==> src/rtl/dced_pkg.sv <==
package dced_pkg;

  // field widths
  localparam int unsigned SAMPLE_W = 16;
  localparam int unsigned ALPHA_W  = 16;
  localparam int unsigned MINCNT_W = 16;
  localparam int unsigned RATIO_W  = 24;
  localparam int unsigned AVG_W    = 32;
  localparam int unsigned CNT_W    = 32;
  localparam int unsigned CFG_W    = 24;
  localparam int unsigned CFG_IDX_W = 2;
  localparam int unsigned UPC_W    = 4;

  localparam logic [RATIO_W-1:0] RATIO_MAX = '1;
  localparam logic [CNT_W-1:0]   CNT_MAX   = '1;

  // register indexes
  localparam logic [CFG_IDX_W-1:0] REG_FAST_ALPHA   = 2'd0;
  localparam logic [CFG_IDX_W-1:0] REG_SLOW_ALPHA   = 2'd1;
  localparam logic [CFG_IDX_W-1:0] REG_MIN_SAMPLES  = 2'd2;
  localparam logic [CFG_IDX_W-1:0] REG_RATIO_THRESH = 2'd3;

  localparam logic [ALPHA_W-1:0]  FAST_ALPHA_RST   = 16'd6554;
  localparam logic [ALPHA_W-1:0]  SLOW_ALPHA_RST   = 16'd655;
  localparam logic [MINCNT_W-1:0] MIN_SAMPLES_RST  = 16'd0;
  localparam logic [RATIO_W-1:0]  RATIO_THRESH_RST = 24'd3277;

  // command codes
  localparam logic CMD_RECORD = 1'b0;
  localparam logic CMD_CLEAR  = 1'b1;

  typedef struct packed {
    logic                       command;
    logic signed [SAMPLE_W-1:0] sample;
  } dced_in_t;

  typedef struct packed {
    logic [RATIO_W-1:0]      ratio;
    logic                    fatigued;
    logic                    entry_pulse;
    logic                    exit_pulse;
    logic [CNT_W-1:0]        fatigue_total;
    logic [CNT_W-1:0]        recovery_total;
    logic [CNT_W-1:0]        samples_seen;
    logic signed [AVG_W-1:0] fast_average;
    logic signed [AVG_W-1:0] slow_average;
  } dced_out_t;

  // datapath operations of one microcode step
  typedef enum logic [3:0] {
    OP_NONE,
    OP_LATCH,
    OP_MUL_FAST,
    OP_ADD_FAST,
    OP_MUL_SLOW,
    OP_ADD_SLOW,
    OP_MAG,
    OP_DIV_INIT,
    OP_DIV_STEP,
    OP_DECIDE,
    OP_CLEAR
  } op_t;

  // jump conditions
  typedef enum logic [2:0] {
    COND_NEXT,
    COND_ALWAYS,
    COND_NO_ITEM,
    COND_CLEAR_CMD,
    COND_SAT,
    COND_DIV_MORE,
    COND_OUT_BUSY
  } cond_t;

  typedef struct packed {
    op_t              op;
    cond_t            cond;
    logic [UPC_W-1:0] target;
  } uword_t;

  // program addresses
  localparam logic [UPC_W-1:0] UA_WAIT      = 4'd0;
  localparam logic [UPC_W-1:0] UA_MUL_FAST  = 4'd1;
  localparam logic [UPC_W-1:0] UA_ADD_FAST  = 4'd2;
  localparam logic [UPC_W-1:0] UA_MUL_SLOW  = 4'd3;
  localparam logic [UPC_W-1:0] UA_ADD_SLOW  = 4'd4;
  localparam logic [UPC_W-1:0] UA_MAG       = 4'd5;
  localparam logic [UPC_W-1:0] UA_DIV_INIT  = 4'd6;
  localparam logic [UPC_W-1:0] UA_DIV_STEP  = 4'd7;
  localparam logic [UPC_W-1:0] UA_OUT_WAIT  = 4'd8;
  localparam logic [UPC_W-1:0] UA_DECIDE    = 4'd9;
  localparam logic [UPC_W-1:0] UA_CLR_WAIT  = 4'd10;
  localparam logic [UPC_W-1:0] UA_CLEAR     = 4'd11;

  function automatic uword_t dced_ucode(input logic [UPC_W-1:0] upc);
    uword_t w;
    w = '{op: OP_NONE, cond: COND_ALWAYS, target: UA_WAIT};
    case (upc)
      UA_WAIT:     w = '{op: OP_LATCH,    cond: COND_NO_ITEM,   target: UA_WAIT};
      UA_MUL_FAST: w = '{op: OP_MUL_FAST, cond: COND_CLEAR_CMD, target: UA_CLR_WAIT};
      UA_ADD_FAST: w = '{op: OP_ADD_FAST, cond: COND_NEXT,      target: UA_WAIT};
      UA_MUL_SLOW: w = '{op: OP_MUL_SLOW, cond: COND_NEXT,      target: UA_WAIT};
      UA_ADD_SLOW: w = '{op: OP_ADD_SLOW, cond: COND_NEXT,      target: UA_WAIT};
      UA_MAG:      w = '{op: OP_MAG,      cond: COND_NEXT,      target: UA_WAIT};
      UA_DIV_INIT: w = '{op: OP_DIV_INIT, cond: COND_SAT,       target: UA_OUT_WAIT};
      UA_DIV_STEP: w = '{op: OP_DIV_STEP, cond: COND_DIV_MORE,  target: UA_DIV_STEP};
      UA_OUT_WAIT: w = '{op: OP_NONE,     cond: COND_OUT_BUSY,  target: UA_OUT_WAIT};
      UA_DECIDE:   w = '{op: OP_DECIDE,   cond: COND_ALWAYS,    target: UA_WAIT};
      UA_CLR_WAIT: w = '{op: OP_NONE,     cond: COND_OUT_BUSY,  target: UA_CLR_WAIT};
      UA_CLEAR:    w = '{op: OP_CLEAR,    cond: COND_ALWAYS,    target: UA_WAIT};
      default:     w = '{op: OP_NONE,     cond: COND_ALWAYS,    target: UA_WAIT};
    endcase
    return w;
  endfunction

endpackage

==> src/rtl/dual_ema_convergence_detector.sv <==
// dual ema convergence detector
// input channel in_valid / in_stall / in_data carries one item: a command bit
// (record sample or clear all state) and a signed q4.12 sample. every item
// gives exactly one result item on out_valid / out_stall / out_data: ratio,
// fatigue flag, event pulses, saturating totals and both averages.
// a record item runs the multiply and add steps of both averages, the
// magnitude step and, unless the ratio saturates, the divider steps; a clear
// item runs the clear step. the result is loaded as the sequencer returns to
// its first step. the program uses a shared 17x33 multiplier once per average,
// then a radix-2 divider making one quotient bit a cycle for the 24-bit ratio.
// one item is worked at a time; in_stall is low only while the sequencer waits
// at its first step. results land in an output register, so the next item is
// taken while a result still waits; if out_stall holds the register, the
// sequencer waits before its final step until the register frees.
// configuration is a plain write port (cfg_we, cfg_index, cfg_data); the user
// must write it only while the block is idle, which the block does not enforce.
// synchronous active-low reset clears averages, counters and flags, loads the
// register defaults, and leaves the output channel empty.
module dual_ema_convergence_detector (
  input  logic                                  clk,
  input  logic                                  rst_n,
  input  logic                                  in_valid,
  output logic                                  in_stall,
  input  dced_pkg::dced_in_t                    in_data,
  output logic                                  out_valid,
  input  logic                                  out_stall,
  output dced_pkg::dced_out_t                   out_data,
  input  logic                                  cfg_we,
  input  logic [dced_pkg::CFG_IDX_W-1:0]        cfg_index,
  input  logic [dced_pkg::CFG_W-1:0]            cfg_data
);
  import dced_pkg::*;

  localparam int unsigned DIFF_W = AVG_W + 1;
  localparam int unsigned PROD_W = ALPHA_W + 1 + DIFF_W;
  localparam int unsigned STEP_W = PROD_W - ALPHA_W;
  localparam int unsigned SUM_W  = STEP_W + 1;
  localparam int unsigned QCNT_W = $clog2(RATIO_W);
  localparam logic [QCNT_W-1:0] QCNT_LAST = QCNT_W'(RATIO_W - 1);

  // config registers
  logic [ALPHA_W-1:0]  fast_alpha_r, fast_alpha_nxt;
  logic [ALPHA_W-1:0]  slow_alpha_r, slow_alpha_nxt;
  logic [MINCNT_W-1:0] min_cnt_r, min_cnt_nxt;
  logic [RATIO_W-1:0]  thresh_r, thresh_nxt;

  // sequencer
  logic [UPC_W-1:0] upc_r, upc_nxt;
  uword_t           uw;
  logic             cond_hit;

  // state
  logic signed [AVG_W-1:0] fast_r, fast_nxt;
  logic signed [AVG_W-1:0] slow_r, slow_nxt;
  logic                    prev_r, prev_nxt;
  logic [CNT_W-1:0]        smp_cnt_r, smp_cnt_nxt;
  logic [CNT_W-1:0]        fat_cnt_r, fat_cnt_nxt;
  logic [CNT_W-1:0]        rec_cnt_r, rec_cnt_nxt;

  // datapath
  dced_in_t                 item_r, item_nxt;
  logic signed [PROD_W-1:0] prod_r, prod_nxt;
  logic [DIFF_W-1:0]        mag_r, mag_nxt;
  logic [AVG_W-1:0]         den_r, den_nxt;
  logic [AVG_W-1:0]         rem_r, rem_nxt;
  logic [RATIO_W-1:0]       low_r, low_nxt;
  logic [RATIO_W-1:0]       quo_r, quo_nxt;
  logic                     sat_r, sat_nxt;
  logic [QCNT_W-1:0]        qcnt_r, qcnt_nxt;

  logic      out_valid_r, out_valid_nxt;
  dced_out_t out_r, out_nxt;

  // combinational helpers
  logic [ALPHA_W-1:0]       mul_alpha;
  logic signed [AVG_W-1:0]  mul_avg;
  logic signed [DIFF_W-1:0] mul_diff;
  logic signed [PROD_W-1:0] mul_p;
  logic signed [AVG_W-1:0]  add_avg;
  logic signed [SUM_W-1:0]  add_sum;
  logic signed [AVG_W-1:0]  add_res;
  logic signed [DIFF_W-1:0] fs_diff;
  logic signed [DIFF_W-1:0] slow_ext;
  logic [DIFF_W-1:0]        slow_mag;
  logic                     sat_w;
  logic [AVG_W:0]           rem_sh;
  logic [AVG_W:0]           rem_sub;
  logic [RATIO_W-1:0]       ratio_w;
  logic                     active_w;
  logic                     fat_w;
  logic                     fev_w;
  logic                     rev_w;
  logic                     out_busy;

  assign uw       = dced_ucode(upc_r);
  assign in_stall = (upc_r != UA_WAIT);
  assign out_busy = out_valid_r && out_stall;
  assign out_valid = out_valid_r;
  assign out_data  = out_r;

  // shared multiplier and accumulator
  always_comb begin
    if (uw.op == OP_MUL_SLOW) begin
      mul_alpha = slow_alpha_r;
      mul_avg   = slow_r;
    end else begin
      mul_alpha = fast_alpha_r;
      mul_avg   = fast_r;
    end
    mul_diff = $signed({item_r.sample[SAMPLE_W-1], item_r.sample, {(AVG_W-SAMPLE_W){1'b0}}})
             - $signed({mul_avg[AVG_W-1], mul_avg});
    mul_p    = $signed({1'b0, mul_alpha}) * mul_diff;

    add_avg = (uw.op == OP_ADD_SLOW) ? slow_r : fast_r;
    // floor of alpha*diff / 2^16 is the arithmetic shift of the product
    add_sum = $signed({{(SUM_W-AVG_W){add_avg[AVG_W-1]}}, add_avg})
            + $signed({prod_r[PROD_W-1], prod_r[PROD_W-1:ALPHA_W]});
    if (add_sum[SUM_W-1:AVG_W-1] == '0 || add_sum[SUM_W-1:AVG_W-1] == '1) begin
      add_res = add_sum[AVG_W-1:0];
    end else if (add_sum[SUM_W-1]) begin
      add_res = {1'b1, {(AVG_W-1){1'b0}}};
    end else begin
      add_res = {1'b0, {(AVG_W-1){1'b1}}};
    end
  end

  // magnitudes, divider step and decision
  always_comb begin
    fs_diff  = $signed({fast_r[AVG_W-1], fast_r}) - $signed({slow_r[AVG_W-1], slow_r});
    slow_ext = $signed({slow_r[AVG_W-1], slow_r});
    slow_mag = slow_ext[DIFF_W-1] ? DIFF_W'(-slow_ext) : DIFF_W'(slow_ext);

    // quotient would need more than 24 bits
    sat_w = {{(RATIO_W-8-1){1'b0}}, mag_r} >= {den_r, 8'd0};

    rem_sh  = {rem_r, low_r[RATIO_W-1]};
    rem_sub = rem_sh - {1'b0, den_r};

    ratio_w  = sat_r ? RATIO_MAX : quo_r;
    active_w = smp_cnt_r >= {{(CNT_W-MINCNT_W){1'b0}}, min_cnt_r};
    fat_w    = active_w && (ratio_w < thresh_r);
    fev_w    = fat_w && !prev_r;
    rev_w    = active_w && !fat_w && prev_r;
  end

  // sequencer next step
  always_comb begin
    case (uw.cond)
      COND_NEXT:      cond_hit = 1'b0;
      COND_ALWAYS:    cond_hit = 1'b1;
      COND_NO_ITEM:   cond_hit = !in_valid;
      COND_CLEAR_CMD: cond_hit = (item_r.command == CMD_CLEAR);
      COND_SAT:       cond_hit = sat_w;
      COND_DIV_MORE:  cond_hit = (qcnt_r != '0);
      COND_OUT_BUSY:  cond_hit = out_busy;
      default:        cond_hit = 1'b0;
    endcase
    upc_nxt = cond_hit ? uw.target : upc_r + 1'b1;
  end

  // register next values
  always_comb begin
    fast_alpha_nxt = fast_alpha_r;
    slow_alpha_nxt = slow_alpha_r;
    min_cnt_nxt    = min_cnt_r;
    thresh_nxt     = thresh_r;
    if (cfg_we) begin
      case (cfg_index)
        REG_FAST_ALPHA:   fast_alpha_nxt = cfg_data[ALPHA_W-1:0];
        REG_SLOW_ALPHA:   slow_alpha_nxt = cfg_data[ALPHA_W-1:0];
        REG_MIN_SAMPLES:  min_cnt_nxt    = cfg_data[MINCNT_W-1:0];
        REG_RATIO_THRESH: thresh_nxt     = cfg_data[RATIO_W-1:0];
        default: ;
      endcase
    end

    fast_nxt    = fast_r;
    slow_nxt    = slow_r;
    prev_nxt    = prev_r;
    smp_cnt_nxt = smp_cnt_r;
    fat_cnt_nxt = fat_cnt_r;
    rec_cnt_nxt = rec_cnt_r;
    item_nxt    = item_r;
    prod_nxt    = prod_r;
    mag_nxt     = mag_r;
    den_nxt     = den_r;
    rem_nxt     = rem_r;
    low_nxt     = low_r;
    quo_nxt     = quo_r;
    sat_nxt     = sat_r;
    qcnt_nxt    = qcnt_r;
    out_nxt     = out_r;
    out_valid_nxt = out_busy;

    case (uw.op)
      OP_LATCH: begin
        if (in_valid) begin
          item_nxt = in_data;
        end
      end
      OP_MUL_FAST, OP_MUL_SLOW: prod_nxt = mul_p;
      OP_ADD_FAST: fast_nxt = add_res;
      OP_ADD_SLOW: slow_nxt = add_res;
      OP_MAG: begin
        mag_nxt = fs_diff[DIFF_W-1] ? DIFF_W'(-fs_diff) : DIFF_W'(fs_diff);
        den_nxt = AVG_W'(slow_mag + 1'b1);
      end
      OP_DIV_INIT: begin
        sat_nxt  = sat_w;
        rem_nxt  = {{(AVG_W-(DIFF_W-8)){1'b0}}, mag_r[DIFF_W-1:8]};
        low_nxt  = {mag_r[7:0], {(RATIO_W-8){1'b0}}};
        quo_nxt  = '0;
        qcnt_nxt = QCNT_LAST;
      end
      OP_DIV_STEP: begin
        // restoring step: one quotient bit a cycle
        if (!rem_sub[AVG_W]) begin
          rem_nxt = rem_sub[AVG_W-1:0];
          quo_nxt = {quo_r[RATIO_W-2:0], 1'b1};
        end else begin
          rem_nxt = rem_sh[AVG_W-1:0];
          quo_nxt = {quo_r[RATIO_W-2:0], 1'b0};
        end
        low_nxt  = {low_r[RATIO_W-2:0], 1'b0};
        qcnt_nxt = qcnt_r - 1'b1;
      end
      OP_DECIDE: begin
        if (active_w) begin
          prev_nxt = fat_w;
        end
        if (fev_w && fat_cnt_r != CNT_MAX) begin
          fat_cnt_nxt = fat_cnt_r + 1'b1;
        end
        if (rev_w && rec_cnt_r != CNT_MAX) begin
          rec_cnt_nxt = rec_cnt_r + 1'b1;
        end
        if (smp_cnt_r != CNT_MAX) begin
          smp_cnt_nxt = smp_cnt_r + 1'b1;
        end
        out_nxt.ratio          = ratio_w;
        out_nxt.fatigued       = fat_w;
        out_nxt.entry_pulse    = fev_w;
        out_nxt.exit_pulse     = rev_w;
        out_nxt.fatigue_total  = fat_cnt_nxt;
        out_nxt.recovery_total = rec_cnt_nxt;
        out_nxt.samples_seen   = smp_cnt_nxt;
        out_nxt.fast_average   = fast_r;
        out_nxt.slow_average   = slow_r;
        out_valid_nxt = 1'b1;
      end
      OP_CLEAR: begin
        fast_nxt    = '0;
        slow_nxt    = '0;
        prev_nxt    = 1'b0;
        smp_cnt_nxt = '0;
        fat_cnt_nxt = '0;
        rec_cnt_nxt = '0;
        out_nxt     = '0;
        out_valid_nxt = 1'b1;
      end
      default: ;
    endcase
  end

  always_ff @(posedge clk) begin
    if (!rst_n) begin
      fast_alpha_r <= FAST_ALPHA_RST;
      slow_alpha_r <= SLOW_ALPHA_RST;
      min_cnt_r    <= MIN_SAMPLES_RST;
      thresh_r     <= RATIO_THRESH_RST;
      upc_r        <= UA_WAIT;
      fast_r       <= '0;
      slow_r       <= '0;
      prev_r       <= 1'b0;
      smp_cnt_r    <= '0;
      fat_cnt_r    <= '0;
      rec_cnt_r    <= '0;
      out_valid_r  <= 1'b0;
      qcnt_r       <= '0;
    end else begin
      fast_alpha_r <= fast_alpha_nxt;
      slow_alpha_r <= slow_alpha_nxt;
      min_cnt_r    <= min_cnt_nxt;
      thresh_r     <= thresh_nxt;
      upc_r        <= upc_nxt;
      fast_r       <= fast_nxt;
      slow_r       <= slow_nxt;
      prev_r       <= prev_nxt;
      smp_cnt_r    <= smp_cnt_nxt;
      fat_cnt_r    <= fat_cnt_nxt;
      rec_cnt_r    <= rec_cnt_nxt;
      out_valid_r  <= out_valid_nxt;
      qcnt_r       <= qcnt_nxt;
    end
  end

  always_ff @(posedge clk) begin
    item_r <= item_nxt;
    prod_r <= prod_nxt;
    mag_r  <= mag_nxt;
    den_r  <= den_nxt;
    rem_r  <= rem_nxt;
    low_r  <= low_nxt;
    quo_r  <= quo_nxt;
    sat_r  <= sat_nxt;
    out_r  <= out_nxt;
  end

  // a new result only comes out of the two final steps
  a_result_src: assert property (@(posedge clk) disable iff (!rst_n)
    $past(rst_n) && $rose(out_valid_r) |->
      ($past(upc_r) == UA_DECIDE || $past(upc_r) == UA_CLEAR))
    else $error("result register loaded outside a final step");

  // the final steps are only reached with the output register free
  a_no_overwrite: assert property (@(posedge clk) disable iff (!rst_n)
    (upc_r == UA_DECIDE || upc_r == UA_CLEAR) |-> !out_valid_r)
    else $error("pending result would be overwritten");

  // divider remainder stays below the divisor
  a_rem_bound: assert property (@(posedge clk) disable iff (!rst_n)
    $past(rst_n) && upc_r == UA_DIV_STEP |-> rem_r < den_r)
    else $error("divider remainder out of range");

  // event totals only move in a final step
  a_cnt_move: assert property (@(posedge clk) disable iff (!rst_n)
    $past(rst_n) && (fat_cnt_r != $past(fat_cnt_r) || rec_cnt_r != $past(rec_cnt_r)) |->
      ($past(upc_r) == UA_DECIDE || $past(upc_r) == UA_CLEAR))
    else $error("event total changed outside a final step");

  // entering and leaving fatigue never pulse together
  a_events: assert property (@(posedge clk) disable iff (!rst_n)
    out_valid_r |-> !(out_r.entry_pulse && out_r.exit_pulse))
    else $error("both event pulses set");

endmodule
==> config.mk <==
export PLATFORM = sky130hd
export DESIGN_NAME = dual_ema_convergence_detector
export DESIGN_NICKNAME = d
export VERILOG_FILES = /design/src/rtl/dced_pkg.sv /design/src/rtl/dual_ema_convergence_detector.sv
export SDC_FILE = /design/constraint.sdc
export NUM_CORES = 2
export LEC_CHECK = 0
export ABC_CLOCK_PERIOD_IN_PS = 12600
export BUFFER_PORTS_ARGS = -buffer_cell sky130_fd_sc_hd__buf_2
export CAP_MARGIN = 30
export CORE_MARGIN = 2
export CORE_UTILIZATION = 49
export DETAILED_ROUTE_END_ITERATION = 8
export MAX_ROUTING_LAYER = met4
export PLACE_DENSITY_LB_ADDON = 0.12
export SLEW_MARGIN = 20
export SYNTH_ARGS = -nofsm -noshare
export SYNTH_HDL_FRONTEND = slang
export SYNTH_SLANG_ARGS = --single-unit
==> constraint.sdc <==
create_clock -name clk -period 12.6 [get_ports clk]
set_input_delay 2.52 -clock clk [delete_from_list [all_inputs] [get_ports clk]]
set_output_delay 2.52 -clock clk [all_outputs]
set_load 0.03 [all_outputs]
==> impl_metrics.csv <==
group,metric,value,unit
clocking,cts_resized,0,
critical_path,r2r-end,"prod_r[45]",
global_route,grt_pass1_wl,250000,um
route,vias_per_cell,5.66,
critical_path,reg2reg_depth,33,
clocking,cts_root_buffer,"clkbuf_16",
finish,area_growth_syn_to_layout,9.46,%
timing,finalSetupViolCount,0,
global_route,grt_pass1_vias,42900,
critical_path,worstPathMaxFanout,40,
finish,drive_above_1_share,0.0945,
worst_hold_path,hold_path_class,"flop to flop",
synthesis,async_flop_share,0,
synthesis,syn_nets,6923,
flow_run,cap_violations,0,
floorplanning,die_h,338,um
timing,fmax,89.3,MHz
outcome,outcome,"complete, no violations",
critical_path,critPathMaxStageDelay,0.85,ns
floorplanning,io_pins,237,
global_route,overflow,0,
floorplanning,initial_core_util,0.493,
critical_path,cp.arrival,11.60,ns
critical_path,endpoint_kind,"flop",
clocking,cts_buffers,71,
route,drc_errors,0,
floorplanning,die_w,338,um
floorplanning,rows,122,
clocking,insertion_delay,0.63,ns
worst_hold_path,min_path_cells,2,
place,dp_hpwl,125000,um
synthesis,synthTopCellsByArea,"edfxtp_1 (20%), fa_1 (18%), dfxtp_1 (9.3%)",
synthesis,synth_area,54500,um2
timing,rsz0062_at_grt,"false",
place,io_buffers,236,
critical_path,slowest_stage,"or4b_4",
timing,fin_setup_tns,0,ns
timing,period_share,0.888,
critical_path,worstReg2RegStart,"uw[7]",
synthesis,synth_top_cell_by_area,"edfxtp_1",
global_route,grt_max_degree,136,
synthesis,synthCells,6067,
clocking,path_clk_slew,0.06,ns
clocking,cts_tree,"yes",
route,drtAntennaViolNets,0,
synthesis,synth_edf_count,368,
clocking,h-tree-depth,3,
finish,n_fill_cell,10300,
clocking,cts_buffer_depth,3,
timing,skew,0.0291,ns
timing,fin_crit,11.19,ns
critical_path,cp-start-kind,"flop",
route,routed_wl,163000,um
floorplanning,dieArea,114000,um2
route,wl_per_cell,21.1,um
synthesis,ys_types,99,
worst_hold_path,min_to,"min_cnt_r[11]",
timing,hold_violations,0,
floorplanning,core_area,111000,um2
route,firstDrtPassIters,6,
route,drtIter0Drc,3675,
synthesis,yosysSeqAreaShare,0.296,
timing,maxSlewViolCount,0,
timing,slew_headroom,0.297,
clocking,clock_sinks,621,
global_route,track_usage,0.294,
global_route,antenna_found_initial,2,
synthesis,synth-seq-cells,621,
synthesis,synth.top_cell.area_share,0.203,
clocking,postCtsSetupBuffers,0,
timing,tightest_slew,1.05,ns
route,vias,43700,
worst_hold_path,min_from,"min_cnt_r[11]",
synthesis,syn_area_per_cell,8.99,um2
critical_path,worstSetupPathType,"flop to flop",
place,place_congestion,0.969,
synthesis,ys.flop_type,"edfxtp_1",
critical_path,required,13.01,ns
synthesis,ys.warnings.count,0,
finish,final_net_count,7034,
clocking,cts_hold_buffers,0,
critical_path,r2r_slack,1.41,ns
[cell families (layout without fill, tap and decap cells)]
| family | Yosys count | after routing | synth area share |
|---|---|---|---|
| fa+ha+maj | 813 | 813 | 0.255 |
| simple gates | 2120 | 2120 | 0.184 |
| buf+inv | 1050 | 1215 | 0.0730 |
| mux | 88 | 88 | 0.0175 |
| compound gates | 1066 | 1066 | 0.125 |
| xor+xnor | 309 | 309 | 0.0505 |
| flops | 621 | 621 | 0.296 |
| other cells | 0 | 2 | 0 |
[worst max-delay path by stage]
stage | start | to | slack (ns) | depth (start not counted)
3_3_place_gp | uw[7] | prod_r[45] | 1.80 | 33
6_report | uw[7] | prod_r[45] | 1.41 | 33
4_1_cts | uw[7] | prod_r[45] | 1.57 | 33
5_1_grt | uw[7] | prod_r[45] | 0.91 | 33
3_5_place_dp | uw[7] | prod_r[45] | 1.60 | 33
2_1_floorplan | uw[10] | prod_r[45] | 2.99 | 34
[layout make-up]
type | count | area [um2] | area share
Inverter | 773 | 2910 | 0.0487
Multi-Input combinational cell | 4396 | 34600 | 0.579
Sequential cell | 621 | 16100 | 0.270
Tap cell | 1488 | 1860 | 0.0312
Antenna cell | 2 | 5.00 | 0.0000839
Clock inverter | 30 | 338 | 0.00566
Timing Repair Buffer | 315 | 1840 | 0.0308
Clock buffer | 97 | 2050 | 0.0343
[worst max-delay path, delay by kind of cell (launching register included)]
family | cells | cell delay (ns)
AO/OA/AOI/OAI | 9 | 2.98
AND/OR/NAND/NOR | 7 | 2.33
multiplexers | 1 | 0.31
buffers and inverters | 7 | 1.00
adder cells (fa/ha/maj) | 8 | 3.73
flip-flops | 1 | 0.45
XOR/XNOR | 1 | 0.13
[metrics by stage]
| stage | area (um2) | setup WS, ns | utilization | hold slack, ns | cells |
|---|---|---|---|---|---|
| 2_1_floorplan | 54500 | 2.99 | - | 0.431 | 6067 |
| 3_3_place_gp | 57200 | 1.80 | 0.517 | 0.444 | 7585 |
| 3_5_place_dp | 57300 | 1.60 | 0.518 | 0.446 | 7590 |
| 4_1_cts | 59600 | 1.57 | 0.540 | 0.455 | 7717 |
| 5_1_grt | 59700 | 0.907 | 0.540 | 0.477 | 7720 |
| 6_report | 59700 | 1.41 | 0.540 | 0.454 | 7722 |
[cell usage after synthesis (40+ instances only)]
cell / number
nand2_1: 784
inv_1: 769
fa_1: 498
nor2_1: 459
edfxtp_1: 368
a21oi_1: 365
ha_1: 310
dfxtp_1: 253
clkbuf_1: 251
o21ai_0: 224
xnor2_1: 185
nand3_1: 150
and2_1: 128
or3_1: 125
xor2_1: 119
a21o_1: 110
nor3_1: 110
nand4_1: 67
nor2b_1: 56
o31ai_1: 51
or2_2: 50
nand2b_1: 47
mux2i_1: 44
and3_1: 41
mux2_2: 40
[placed cells by master (no fill, tap or decap), types with 10 or more instances in the layout]
cell type  count
a31oi_1       34
o211a_1       10
nand3_1      150
o22a_1        33
nor4_1        14
nor3_1       107
edfxtp_1     368
dfxtp_1      253
clkbuf_16     75
buf_2        238
o211ai_1      33
and3_1        41
o21a_1        26
mux2i_1       42
or2_2         50
fa_1         498
ha_1         310
nor3b_1       10
and2_1       128
inv_1        767
xor2_1       117
nand2_1      777
a21oi_1      363
a211oi_1      28
nand2b_1      47
a21o_1       110
buf_4         72
nor2b_1       56
or3_1        124
o21ai_0      224
clkbuf_1      13
a221o_1       36
xnor2_1      184
o31ai_1       51
o21bai_1      12
mux2_2        40
nor2_1       454
nand4_1       67
or4_1         36
[routing by layer]
metal  vias to the layer above  share of wire  track usage
met5                         -              0            -
met4                         0          0.048        0.128
met3                       283          0.063       0.0364
met2                      1435           0.45        0.450
met1                     21400           0.44        0.394
li1                      20600              -            -
[sequential cells by signal, summed over array words and instances (netlist names), 5 cells and up]
| signal | flops |
|---|---|
| out_data | 187 |
| prod_r | 34 |
| mag_r | 33 |
| den_r | 32 |
| fast_r | 32 |
| fat_cnt_r | 32 |
| rec_cnt_r | 32 |
| rem_r | 32 |
| slow_r | 32 |
| smp_cnt_r | 32 |
| quo_r | 24 |
| thresh_r | 24 |
| item_r | 17 |
| fast_alpha_r | 16 |
| min_cnt_r | 16 |
| slow_alpha_r | 16 |
| uw | 10 |
| low_r | 8 |
| qcnt_r | 5 |
Power is not shown: default switching activity piles up to over one toggle a cycle in this logic, so the estimate is an artifact.
